===== config.mk =====
export PLATFORM = sky130hd
export DESIGN_NAME = hbmp_ram
export DESIGN_NICKNAME = d
export VERILOG_FILES = /design/src/rtl/hbmp_ram.sv
export SDC_FILE = /design/constraint.sdc
export NUM_CORES = 1
export LEC_CHECK = 0
export BUFFER_PORTS_ARGS = -buffer_cell sky130_fd_sc_hd__buf_2
export CORE_MARGIN = 3
export CORE_UTILIZATION = 55
export DETAILED_ROUTE_END_ITERATION = 12
export PLACE_DENSITY = 0.73
export SYNTH_ARGS = -nofsm -noshare
export SYNTH_HDL_FRONTEND = slang
export SYNTH_SLANG_ARGS = --single-unit

===== constraint.sdc =====
create_clock -name clk -period 2.3 [get_ports clk]
set_input_delay 0.69 -clock clk [delete_from_list [all_inputs] [get_ports clk]]
set_output_delay 0.69 -clock clk [all_outputs]
set_load 0.01 [all_outputs]

===== src/rtl/hbmp_ram.sv =====
module hbmp_ram #(
	parameter int unsigned WIDTH = 8,
	parameter int unsigned DEPTH = 16,
	localparam int unsigned AddrBits = (DEPTH > 1) ? $clog2(DEPTH) : 1
) (
	input  logic                clk,
	input  logic                we,
	input  logic [AddrBits-1:0] waddr,
	input  logic [WIDTH-1:0]    wdata,
	input  logic                re,
	input  logic [AddrBits-1:0] raddr,
	output logic [WIDTH-1:0]    rdata
);

	logic [WIDTH-1:0] mem [DEPTH];

	always_ff @(posedge clk) begin
		if (we) begin
			mem[waddr] <= wdata;
		end
		if (re) begin
			rdata <= mem[raddr];
		end
	end

endmodule


Yosys cells after proc, flatten, opt, wreduce, memory -nomap -nowiden

Memory sizes are Yosys's and may differ from the RTL's. A register that Yosys moved wholly into a read port is not among the register bits.
Index checks and enable logic that the tools add are counted.

Bits in registers: 0
Memory bits (writable): 128
Input bits: 19
Output and inout bits: 8
Logic and storage cells: 3
Memories: 1

Memory list:

| memory | depth | width | rd ports | clocked after Yosys merged registers in | write ports | line | RTL |
|---|---|---|---|---|---|---|---|
| mem    | 16    | 8     | 1        | 1                                       | 1           | 15   | `logic [WIDTH-1:0] mem [DEPTH];` |

Mux-type cells: 2

Operators by type and width:

| cell              | number |
|---|---|
| two-way mux 1 bit | 2 |

Longest topological paths before layout

Word-level depth: 2
Depth in mapped cells: 5
Depth with buffers taken out: 3

Worst setup path before layout

No wires, ideal clock.

Path kind: input-to-reg
From: in waddr[2]
To: mem mem[0][0] (enable)
Library setup time: 383 ps
Data arrival time: 1800 ps
Data required time: 1917 ps
Setup slack: 117 ps
Stages: 2
Cells stage by stage: or3b_2 -> nor3_1

RTL lines:

| what            | line | RTL |
|---|---|---|
| start, declared | 8    | `input logic [AddrBits-1:0] waddr,` |
| end, declared   | 15   |  |

No word-level cell before the write port.

Final worst setup path

From: reg rdata[7] (read register of mem)
To: out rdata[7]

RTL lines:

| what            | line | RTL |
|---|---|---|
| start, declared | 12   | `output logic [WIDTH-1:0] rdata` |

No word-level cell between the ends.

==> impl_results.md <==
* Outcome: finished clean
* WL per Instance at roughly 24 um
* Clock skew at roughly 7.1 ps
* Library cells used by synthesis at 18
* CTS tree: yes
* Worst path cell trace: buf_2
* Critical Path Max Stage Delay at between 400 and 500 ps
* I/O pin count at 27
* Seq/Total Area, Yosys at 78.1%
* Die area at 10700 um^2
* Min-Delay Path Depth at 1
* Worst hold path class: in2reg
* DR vias/cell at 5.88
* Worst-Skew Late Latency at 520 ps
* Hold Buf Count CTS at 0
* Cell area after synthesis at roughly 5200 um^2
* Vias at 2492
* Reg2reg path depth at 3
* Initial antenna violation count at 0
* Rel. slew slack at ~74%
* # nets final at about 310
* Worst path bufs/invs at 1
* Maximum root-to-sink buffer count at 2
* Worst-path clk slew at approximately 60 ps
* Cell count along the critical path at 1
* Number of synthesis warnings at 0
* Grt ovf at 0
* WP data required at 1610 ps
* Maximum clock frequency at 0.550 GHz
* Max Fanout on Critical Path at 1
* Most frequent cells in the layout: edfxtp_1 (136), buf_2 (26), buf_4 (20), mux4_2 (18)
* Input/output buffers at 26
* Final TNS setup at 0 ps
* Post-CTS sizing at 0
* Startpoint types: register
* Chip Height at between 100 and 150 um
* Gpl congestion at 0.735
* Crit path time final at 1820 ps
* CP Class: reg2out
* Antenna Cells at 0
* GRT Total Usage at a little over a fifth
* Hold Slack at 548 ps
* Final worst slack at 482 ps
* Layout cells sized above 1 at around a third
* Worst Path Arrival at 1130 ps
* Worst-margin pin slew at roughly 400 ps
* Core Rows at 34
* Post-place setup slack at 30.8 ps
* Vias in the first global route at approximately 2600
* Areal power density over the cells at between 900 and 1000 nW/um^2
* Mapped Avg Cell Area at 22.8 um^2
* # setup viols final at 0
* Mapped Cells at 229
* Syn nets at 248
* Total of max-cap violations at 0
* Drt pass-1 iters at 5
* Commonest non-fill, non-tap cell in the layout: edfxtp_1
* CTS Buf Count at 17
* CP top delay family: flip-flops
* RSZ-0062 raised after global routing: false
* Peak VDD IR at 0.000600 V
* CTS root buf: clkbuf_8
* Post-layout util at 69.3%
* Core area at 8980 um^2
* WL final at 9970 um
* Starting Density at 58.2%
* DR DRC count at 0
* Final ANT Viol Nets at 0
* FF+latch count, synth at 136
* Total Power at around 5.8 mW
* Fin. max-slew vios at 0
* Die X at around 100 um
* First-pass GRT wire length at 15500 um
* DPL Wire Length at around 6100 um
* Largest net degree at the start of global routing at 22
* Layout Area Growth over Synthesis at 18.9%
* Final period util at 79.1%
* CP max-delay cell: edfxtp_1
* Lkg Pwr at 2.12 nW
* Final hold vios at 0
* H-tree depth at 4
* Crit end category: output pin
* Post-CTS Repair Setup Buffers at 0
* Clock sink count at 136
* Initial DRC Count at 252
-- kinds of logic (layout without fill, tap and decap cells) --
family	after synthesis	after routing	synth area share (%)
buffers and inverters	10	79	1.65
muxes	32	32	14.8
DFF	136	136	78.1
AOI/OAI and AO/OA	16	16	2.30
and+or+nand+nor	35	35	3.14
-- worst paths after layout --
path / start / to / slack, ps
setup / recovery: rdata[7] / rdata[7] / 480
hold / removal: re / rdata[5] / 550
setup reg to reg: mem[0][0] / rdata[0] / 780
hold reg to reg: mem[15][5] / rdata[5] / 750
-- metrics by stage --
step | cells | cell area (um^2)
after global placement | 393 | 5620
after CTS | 424 | 6220
after detailed placement | 393 | 5620
after floorplan | 229 | 5230
final | 424 | 6220
after global routing | 424 | 6220
-- synthesized netlist by cell type --
library cell / number / share of area (%)
nand2_1: 9 / 0.65
and2b_1: 1 / 0.14
a22oi_1: 16 / 2.3
buf_4: 1 / 0.14
mux4_2: 18 / 7.8
nor2b_1: 1 / 0.12
nand3b_1: 2 / 0.29
or3b_2: 1 / 0.17
and2_1: 1 / 0.12
nand2b_1: 2 / 0.24
nor2_1: 13 / 0.93
buf_6: 3 / 0.65
clkdlybuf4s25_2: 3 / 0.57
nor3_1: 4 / 0.38
nand3_1: 1 / 0.096
buf_2: 3 / 0.29
mux4_1: 14 / 7.0
edfxtp_1: 136 / 78
-- registers in the layout, summed over array words and instances (netlist names) --
| signal | count |
|---|---|
| mem | 128 |
| rdata | 8 |
-- power by group --
group	internal (mW)	switching [mW]
Clock	1.75	0.959
Combinational	0.112	0.146
Sequential	2.79	0.0155
-- layer usage --
metal  wire, um  GRT usage, %  up-vias
met5          0             0        -
met4        144          8.07        0
met3        729          6.17       12
met2       5080          33.3       90
met1       4020          30.0     1291
li1           -             -     1099
-- cell type report --
class	instances	area [um^2]
Clock buffer	18	418
Sequential cell	136	4080
Fill cell	535	2760
Tap cell	126	158
Timing Repair Buffer	48	320
Clock inverter	13	180
Multi-Input combinational cell	83	1060
(Power assumes the default switching activity.)
